--- src/hdl/pts_pkg.sv ---
// Package for the prism to tetrahedra splitter: transaction payload types,
// field widths, the corner relabeling table and the tetrahedron shapes.
// It has no dependencies; every module of the block imports it.
package pts_pkg;

    localparam int FIELD_BITS         = 32;
    localparam int INDEX_BITS_DEFAULT = 32;
    localparam int NUM_CORNERS        = 6;
    localparam int TETS_PER_PRISM     = 3;
    localparam int TET_CORNERS        = 4;

    localparam logic [1:0] LAST_TET     = 2'd2;
    localparam logic       DIAG_I2_I6   = 1'b0;
    localparam logic       DIAG_I3_I5   = 1'b1;

    typedef logic [2:0] t_pts_corner_sel;

    typedef struct packed {
        logic [FIELD_BITS-1:0] corner_one;
        logic [FIELD_BITS-1:0] corner_two;
        logic [FIELD_BITS-1:0] corner_three;
        logic [FIELD_BITS-1:0] corner_four;
        logic [FIELD_BITS-1:0] corner_five;
        logic [FIELD_BITS-1:0] corner_six;
    } t_pts_in;

    typedef struct packed {
        logic [FIELD_BITS-1:0] tet_vertex_a;
        logic [FIELD_BITS-1:0] tet_vertex_b;
        logic [FIELD_BITS-1:0] tet_vertex_c;
        logic [FIELD_BITS-1:0] tet_vertex_d;
        logic [1:0]            tet_number;
        logic                  diagonal_choice;
        logic                  last_of_prism;
    } t_pts_out;

    // Row is the corner holding the smallest index; entry k is the corner used as I(k+1).
    localparam t_pts_corner_sel RELABEL [NUM_CORNERS][NUM_CORNERS] = '{
        '{3'd0, 3'd1, 3'd2, 3'd3, 3'd4, 3'd5},
        '{3'd1, 3'd2, 3'd0, 3'd4, 3'd5, 3'd3},
        '{3'd2, 3'd0, 3'd1, 3'd5, 3'd3, 3'd4},
        '{3'd3, 3'd5, 3'd4, 3'd0, 3'd2, 3'd1},
        '{3'd4, 3'd3, 3'd5, 3'd1, 3'd0, 3'd2},
        '{3'd5, 3'd4, 3'd3, 3'd2, 3'd1, 3'd0}
    };

    // Tetrahedra as relabeled positions I1..I6, counted from zero, per diagonal.
    localparam t_pts_corner_sel TET_SHAPE [2][TETS_PER_PRISM][TET_CORNERS] = '{
        '{'{3'd0, 3'd1, 3'd2, 3'd5}, '{3'd0, 3'd1, 3'd5, 3'd4}, '{3'd0, 3'd4, 3'd5, 3'd3}},
        '{'{3'd0, 3'd1, 3'd2, 3'd4}, '{3'd0, 3'd4, 3'd2, 3'd5}, '{3'd0, 3'd4, 3'd5, 3'd3}}
    };

endpackage

--- src/hdl/pts_min_find.sv ---
// Two pipeline stages that locate the corner with the smallest index.
// Depends on pts_pkg; ties go to the earliest corner.
module pts_min_find
    import pts_pkg::*;
#(
    parameter int IDX_W = FIELD_BITS
) (
    input  logic                   i_clk,
    input  logic                   i_rst_n,
    input  logic                   i_valid,
    output logic                   o_stall,
    input  logic [IDX_W-1:0]       i_v [NUM_CORNERS],
    output logic                   o_valid,
    input  logic                   i_stall,
    output logic [IDX_W-1:0]       o_v [NUM_CORNERS],
    output t_pts_corner_sel        o_pos
);

    logic                 r_a_valid;
    logic [IDX_W-1:0]     r_a_v [NUM_CORNERS];
    logic [IDX_W-1:0]     r_a_wv [3];
    t_pts_corner_sel      r_a_wp [3];
    logic                 r_b_valid;
    logic [IDX_W-1:0]     r_b_v [NUM_CORNERS];
    t_pts_corner_sel      r_b_pos;

    logic                 rdy_a;
    logic                 rdy_b;
    logic [IDX_W-1:0]     n_a_wv [3];
    t_pts_corner_sel      n_a_wp [3];
    logic [IDX_W-1:0]     mid_v;
    t_pts_corner_sel      mid_p;
    t_pts_corner_sel      n_b_pos;

    assign rdy_b   = !r_b_valid || !i_stall;
    assign rdy_a   = !r_a_valid || rdy_b;
    assign o_stall = !rdy_a;

    always_comb begin
        for (int p = 0; p < 3; p++) begin
            if (i_v[2*p+1] < i_v[2*p]) begin
                n_a_wv[p] = i_v[2*p+1];
                n_a_wp[p] = t_pts_corner_sel'(2*p+1);
            end else begin
                n_a_wv[p] = i_v[2*p];
                n_a_wp[p] = t_pts_corner_sel'(2*p);
            end
        end
    end

    always_comb begin
        if (r_a_wv[1] < r_a_wv[0]) begin
            mid_v = r_a_wv[1];
            mid_p = r_a_wp[1];
        end else begin
            mid_v = r_a_wv[0];
            mid_p = r_a_wp[0];
        end
        n_b_pos = (r_a_wv[2] < mid_v) ? r_a_wp[2] : mid_p;
    end

    always_ff @(posedge i_clk) begin
        if (!i_rst_n) begin
            r_a_valid <= 1'b0;
            r_b_valid <= 1'b0;
        end else begin
            if (rdy_a) begin
                r_a_valid <= i_valid;
            end
            if (rdy_b) begin
                r_b_valid <= r_a_valid;
            end
        end
    end

    always_ff @(posedge i_clk) begin
        if (rdy_a) begin
            r_a_v  <= i_v;
            r_a_wv <= n_a_wv;
            r_a_wp <= n_a_wp;
        end
        if (rdy_b) begin
            r_b_v   <= r_a_v;
            r_b_pos <= n_b_pos;
        end
    end

    assign o_valid = r_b_valid;
    assign o_v     = r_b_v;
    assign o_pos   = r_b_pos;

endmodule

--- src/hdl/pts_diag_sel.sv ---
// Two pipeline stages: relabel the prism around its smallest corner, then pick
// the diagonal of the opposite quad face. Depends on pts_pkg.
module pts_diag_sel
    import pts_pkg::*;
#(
    parameter int IDX_W = FIELD_BITS
) (
    input  logic                   i_clk,
    input  logic                   i_rst_n,
    input  logic                   i_valid,
    output logic                   o_stall,
    input  logic [IDX_W-1:0]       i_v [NUM_CORNERS],
    input  t_pts_corner_sel        i_pos,
    output logic                   o_valid,
    input  logic                   i_stall,
    output logic [IDX_W-1:0]       o_lab [NUM_CORNERS],
    output logic                   o_choice
);

    logic                 r_c_valid;
    logic [IDX_W-1:0]     r_c_lab [NUM_CORNERS];
    logic                 r_d_valid;
    logic [IDX_W-1:0]     r_d_lab [NUM_CORNERS];
    logic                 r_d_choice;

    logic                 rdy_c;
    logic                 rdy_d;
    logic [IDX_W-1:0]     n_c_lab [NUM_CORNERS];
    logic [IDX_W-1:0]     best;
    logic                 n_d_choice;

    assign rdy_d   = !r_d_valid || !i_stall;
    assign rdy_c   = !r_c_valid || rdy_d;
    assign o_stall = !rdy_c;

    always_comb begin
        for (int k = 0; k < NUM_CORNERS; k++) begin
            n_c_lab[k] = i_v[RELABEL[i_pos][k]];
        end
    end

    // The face search runs in the order I2, I6, I3, I5 with strict less-than.
    always_comb begin
        best       = r_c_lab[1];
        n_d_choice = DIAG_I2_I6;
        if (r_c_lab[5] < best) begin
            best = r_c_lab[5];
        end
        if (r_c_lab[2] < best) begin
            best       = r_c_lab[2];
            n_d_choice = DIAG_I3_I5;
        end
        if (r_c_lab[4] < best) begin
            n_d_choice = DIAG_I3_I5;
        end
    end

    always_ff @(posedge i_clk) begin
        if (!i_rst_n) begin
            r_c_valid <= 1'b0;
            r_d_valid <= 1'b0;
        end else begin
            if (rdy_c) begin
                r_c_valid <= i_valid;
            end
            if (rdy_d) begin
                r_d_valid <= r_c_valid;
            end
        end
    end

    always_ff @(posedge i_clk) begin
        if (rdy_c) begin
            r_c_lab <= n_c_lab;
        end
        if (rdy_d) begin
            r_d_lab    <= r_c_lab;
            r_d_choice <= n_d_choice;
        end
    end

    assign o_valid  = r_d_valid;
    assign o_lab    = r_d_lab;
    assign o_choice = r_d_choice;

endmodule

--- src/hdl/pts_tet_emit.sv ---
// Output stage: holds one relabeled prism and sends its three tetrahedra,
// one per result transaction. Depends on pts_pkg.
module pts_tet_emit
    import pts_pkg::*;
#(
    parameter int IDX_W = FIELD_BITS
) (
    input  logic                   i_clk,
    input  logic                   i_rst_n,
    input  logic                   i_valid,
    output logic                   o_stall,
    input  logic [IDX_W-1:0]       i_lab [NUM_CORNERS],
    input  logic                   i_choice,
    output logic                   o_valid,
    input  logic                   i_stall,
    output t_pts_out               o_data
);

    logic                 r_valid;
    logic [1:0]           r_tet;
    logic [IDX_W-1:0]     r_lab [NUM_CORNERS];
    logic                 r_choice;

    logic                 sent;
    logic                 load;

    assign sent    = r_valid && !i_stall;
    assign load    = !r_valid || (sent && r_tet == LAST_TET);
    assign o_stall = !load;

    always_ff @(posedge i_clk) begin
        if (!i_rst_n) begin
            r_valid <= 1'b0;
            r_tet   <= 2'd0;
        end else if (load) begin
            r_valid <= i_valid;
            r_tet   <= 2'd0;
        end else if (sent) begin
            r_tet <= r_tet + 2'd1;
        end
    end

    always_ff @(posedge i_clk) begin
        if (load) begin
            r_lab    <= i_lab;
            r_choice <= i_choice;
        end
    end

    always_comb begin
        o_data.tet_vertex_a    = FIELD_BITS'(r_lab[TET_SHAPE[r_choice][r_tet][0]]);
        o_data.tet_vertex_b    = FIELD_BITS'(r_lab[TET_SHAPE[r_choice][r_tet][1]]);
        o_data.tet_vertex_c    = FIELD_BITS'(r_lab[TET_SHAPE[r_choice][r_tet][2]]);
        o_data.tet_vertex_d    = FIELD_BITS'(r_lab[TET_SHAPE[r_choice][r_tet][3]]);
        o_data.tet_number      = r_tet;
        o_data.diagonal_choice = r_choice;
        o_data.last_of_prism   = (r_tet == LAST_TET);
    end

    assign o_valid = r_valid;

endmodule

--- src/hdl/prism_to_tetra_split_top.sv ---
// Top level of the prism to tetrahedra splitter: min search, relabel and
// diagonal pick, and the tetrahedron output stage. Depends on pts_pkg.
//
//   Channel   Direction  Handshake            Payload
//   prism     in         i_valid / o_stall    i_data (t_pts_in)
//   tetra     out        o_valid / i_stall    o_data (t_pts_out)
//
// A prism passes four register stages and reaches the output register; its three
// tetrahedra then leave on three transactions. Over the single output channel,
// the next prism loads into the output stage as the last tetrahedron leaves.
// Synchronous active-low reset empties every stage. A stall on the output holds
// the current tetrahedron and backs the pipeline up stage by stage.
module prism_to_tetra_split_top
    import pts_pkg::*;
#(
    parameter int INDEX_BITS = INDEX_BITS_DEFAULT
) (
    input  logic      i_clk,
    input  logic      i_rst_n,
    input  logic      i_valid,
    output logic      o_stall,
    input  t_pts_in   i_data,
    output logic      o_valid,
    input  logic      i_stall,
    output t_pts_out  o_data
);

    localparam int IDX_W = (INDEX_BITS < FIELD_BITS) ? INDEX_BITS : FIELD_BITS;

    logic [IDX_W-1:0]  in_v  [NUM_CORNERS];
    logic [IDX_W-1:0]  min_v [NUM_CORNERS];
    t_pts_corner_sel   min_pos;
    logic              min_valid;
    logic              diag_stall;
    logic [IDX_W-1:0]  diag_lab [NUM_CORNERS];
    logic              diag_choice;
    logic              diag_valid;
    logic              emit_stall;

    assign in_v[0] = i_data.corner_one[IDX_W-1:0];
    assign in_v[1] = i_data.corner_two[IDX_W-1:0];
    assign in_v[2] = i_data.corner_three[IDX_W-1:0];
    assign in_v[3] = i_data.corner_four[IDX_W-1:0];
    assign in_v[4] = i_data.corner_five[IDX_W-1:0];
    assign in_v[5] = i_data.corner_six[IDX_W-1:0];

    pts_min_find #(
        .IDX_W (IDX_W)
    ) u_min_find (
        .i_clk   (i_clk),
        .i_rst_n (i_rst_n),
        .i_valid (i_valid),
        .o_stall (o_stall),
        .i_v     (in_v),
        .o_valid (min_valid),
        .i_stall (diag_stall),
        .o_v     (min_v),
        .o_pos   (min_pos)
    );

    pts_diag_sel #(
        .IDX_W (IDX_W)
    ) u_diag_sel (
        .i_clk    (i_clk),
        .i_rst_n  (i_rst_n),
        .i_valid  (min_valid),
        .o_stall  (diag_stall),
        .i_v      (min_v),
        .i_pos    (min_pos),
        .o_valid  (diag_valid),
        .i_stall  (emit_stall),
        .o_lab    (diag_lab),
        .o_choice (diag_choice)
    );

    pts_tet_emit #(
        .IDX_W (IDX_W)
    ) u_tet_emit (
        .i_clk    (i_clk),
        .i_rst_n  (i_rst_n),
        .i_valid  (diag_valid),
        .o_stall  (emit_stall),
        .i_lab    (diag_lab),
        .i_choice (diag_choice),
        .o_valid  (o_valid),
        .i_stall  (i_stall),
        .o_data   (o_data)
    );

endmodule
--- config.mk ---
export PLATFORM = sky130hd
export DESIGN_NAME = prism_to_tetra_split_top
export DESIGN_NICKNAME = d
export VERILOG_FILES = /design/src/hdl/pts_pkg.sv /design/src/hdl/pts_min_find.sv /design/src/hdl/pts_diag_sel.sv /design/src/hdl/pts_tet_emit.sv /design/src/hdl/prism_to_tetra_split_top.sv
export SDC_FILE = /design/constraint.sdc
export NUM_CORES = 2
export LEC_CHECK = 0
export CORE_AREA = 2 2 385 234
export CTS_BUF_LIST = sky130_fd_sc_hd__clkbuf_4 sky130_fd_sc_hd__clkbuf_8
export DETAILED_ROUTE_END_ITERATION = 8
export DIE_AREA = 0 0 387 236
export DONT_BUFFER_PORTS = 1
export HOLD_SLACK_MARGIN = 0.12
export PLACE_DENSITY_LB_ADDON = 0.2
export REMOVE_ABC_BUFFERS = 1
export SETUP_SLACK_MARGIN = 0.05
export SLEW_MARGIN = 25
export SYNTH_ARGS = -nofsm -noshare
export SYNTH_HDL_FRONTEND = slang
export SYNTH_SLANG_ARGS = --single-unit
--- constraint.sdc ---
create_clock -name i_clk -period 12.2 [get_ports i_clk]
set_input_delay 1.22 -clock i_clk [delete_from_list [all_inputs] [get_ports i_clk]]
set_output_delay 1.22 -clock i_clk [all_outputs]
set_load 0.05 [all_outputs]
==> results.py <==
metrics = {
    "cts": {
        "cts_setup_buffers": 0,
        "clk_path_buf_depth": 3,
        "cts_resized": 0,
        "cts_made_buffers": 156,
        "path_clk_slew_ns": 0.06,
        "cts_tree": "yes",
        "cts_root_buf": "clkbuf_8",
        "cts-hold-fix-buffers": 0,
        "clk_latency_ns": 0.85,
        "cts.sinks": 1071,
        "cts-htree-levels": 4,
    },
    "floorplanning": {
        "die_w_um": 387,
        "dieHeight_um": 236,
        "placementRows": 85,
        "ios": 330,
        "dieArea_um2": 91300,
        "core_um2": 88400,
        "initial_utilization_pct": 59.2,
    },
    "global_route": {
        "busiest_layer": "met1",
        "grt_max_degree": 176,
        "grt_usage_pct": 34.8,
        "grt_pass1_wl_mm": 225,
        "grt_pass1_vias": 30785,
        "use_met3_pct": 11.5,
        "grt_remaining_overflow": 0,
        "gr-usage-met2_pct": 43.4,
        "antenna_found_initial": 21,
        "met1_usage_pct": 57.1,
    },
    "run_status": {
        "status": "completed",
    },
    "worst_setup_path": {
        "cpPeakStageDelay_ns": 0.50,
        "cpMostUsedCell": "a21oi_1",
        "cpLargestDelayFamily": "compound AO/OA/AOI/OAI gates",
        "start_kind": "register",
        "critical_path_buf_inv_count": 2,
        "crit_arrival_ns": 8.03,
        "crit_type": "reg2reg",
        "required_ns": 12.89,
        "critPathMaxFanout": 24,
        "slowest_stage": "buf_4",
        "endpoint_kind": "register",
    },
    "routing": {
        "drt_wl_total_mm": 158,
        "first_pass_iters": 6,
        "wl_per_cell_um": 31.8,
        "first_iter_violations": 5472,
        "vias": 33123,
        "drc": 0,
        "via_per_inst": 6.65,
        "antenna_left": 0,
    },
    "place": {
        "port-buffer-count": 0,
        "gp_congestion": 0.955,
        "dp_cells": 4696,
        "detailed_place_hpwl_mm": 113,
        "dpl_cell_area_um2": 53400,
        "place_ws_ns": 4.95,
    },
    "pwr": {
        "power_density_nw_per_um2": 282,
        "p_leak_nw": 22.7,
        "ir_worst_vdd_mv": 0.211,
    },
    "synthesis": {
        "synth_seq_cells": 1071,
        "synthArstFlopShare_pct": 0,
        "netlist_area_um2": 52300,
        "ys.flop_type": "edfxtp_1",
        "synth_edf_count": 1064,
        "syn_avg_cell_area_um2": 14.2,
        "synth_top_cell_by_area": "edfxtp_1",
        "synth_area_leaders": "edfxtp_1, mux4_2, ha_1",
        "ys_seq_area_share_pct": 61.3,
        "synth_cell_types": 62,
        "yosys.area.top_type_share_pct": 61.1,
        "synth_cells": 3682,
        "synth_warnings": 0,
    },
    "sta": {
        "tns_ns": 0,
        "fin_crit_sh_pct": 60.2,
        "rsz0062_at_grt": "no",
        "max_freq_mhz": 136,
        "setup_slack_ns": 4.86,
        "worst_slew_pin_slew_ns": 1.10,
        "finalHoldViolCount": 0,
        "finalSetupViolations": 0,
        "max_slew_margin_pct": 25.9,
        "finalClockSkew_ns": 0.0280,
        "final_max_slew_viol_count": 0,
        "fin_crit_ns": 7.34,
    },
    "cells_and_area": {
        "fin_util_pct": 64.0,
        "drive_gt1_share_pct": 15.4,
        "final_net_count": 4133,
        "area_growth_pct": 8.19,
        "layout_common_cells": "edfxtp_1, nand2_1, mux2i_1, ha_1, inv_1",
        "final_area_um2": 56600,
        "fin_cells": 4979,
        "fillers": 6326,
        "final_common_cell": "edfxtp_1",
    },
    "min_path": {
        "holdCritPathClass": "reg2reg",
    },
    "run": {
        "max-cap-violations": 0,
    },
}
==> final cells by class <==
cell class                      instances  area, µm²  area share [%]
Sequential cell                      1071      32100            56.7
Multi-Input combinational cell       2171      18500            32.8
Clock buffer                          204       2540            4.49
Tap cell                             1174       1470            2.60
Inverter                              222        848            1.50
Clock inverter                         74        607            1.07
Timing Repair Buffer                   59        492           0.869
Antenna cell                            4       10.0          0.0177
==> worst register-to-register path: cells and delay by family, from the launching register on <==
family,cells,cell delay [ns]
multiplexers,2,0.81
flip-flops,1,0.46
buffers and inverters,2,0.98
adder cells (fa/ha/maj),3,0.99
AND/OR/NAND/NOR,6,1.12
AO/OA/AOI/OAI,15,2.83
==> state kept, by name, indices dropped and copies added, names as in the netlist <==
name                  cells
u_min_find.r_a_valid      1
u_min_find.r_a_wv        96
u_tet_emit.r_tet          2
u_tet_emit.r_choice       1
u_min_find.o_pos          3
u_tet_emit.o_valid        1
u_min_find.o_v          192
u_min_find.r_a_v        192
u_diag_sel.r_c_lab      192
u_tet_emit.r_lab        192
u_diag_sel.o_choice       1
u_min_find.o_valid        1
u_min_find.r_a_wp         3
u_diag_sel.o_lab        192
u_diag_sel.o_valid        1
u_diag_sel.r_c_valid      1
==> Yosys cell counts (36+ instances only) <==
cell type	n
edfxtp_1	1064
nand2_1	396
mux2i_1	277
ha_1	256
inv_1	222
mux4_2	174
o21ai_0	165
nor2_1	160
a21oi_1	143
clkbuf_1	117
mux2_1	90
o22ai_1	84
nand3_1	50
a21o_1	44
a31oi_1	42
buf_2	39
mux2_2	36
==> metrics by stage <==
step / hold WS, ns / power [mW]
final: 0.398 / 15.9
after global routing: 0.400 / 16.6
after CTS: 0.374 / 15.8
after detailed placement: 0.405 / 12.8
after global placement: 0.400 / 12.7
after floorplan: 0.400 / 10.8
==> logic make-up after synthesis <==
logic type | share of synthesized area (%)
DFF | 61.3
and+or+nand+nor | 6.13
muxes | 16.3
AOI/OAI and AO/OA | 6.50
buffers and inverters | 3.57
adders and majority gates | 6.12
==> worst paths after layout <==
path                                          from                                 to  slack [ns]  cells past startpoint
setup / recovery  u_diag_sel.r_c_lab[29]$_DFFE_PP_  u_diag_sel.o_choice$_SDFFCE_PN1P_        4.86                     28
hold / removal      u_diag_sel.o_lab[64]$_DFFE_PP_     u_tet_emit.r_lab[64]$_DFFE_PP_        0.40                      0
setup reg to reg  u_diag_sel.r_c_lab[29]$_DFFE_PP_  u_diag_sel.o_choice$_SDFFCE_PN1P_        4.86                     28
hold reg to reg     u_diag_sel.o_lab[64]$_DFFE_PP_     u_tet_emit.r_lab[64]$_DFFE_PP_        0.40                      0
==> per-layer routing <==
layer / routed length, µm / up-vias
li1: - / 14045
met1: 70100 / 16570
met2: 60600 / 2297
met3: 24100 / 209
met4: 3350 / 2
met5: 17 / -
==> power breakdown <==
group	switching, mW	internal (mW)	total [mW]
Combinational	4.00	2.32	6.31
Clock	1.40	1.56	2.96
Sequential	1.11	5.56	6.68
Total	6.51	9.43	15.9
Note: power is estimated with default switching activity, not from simulation.
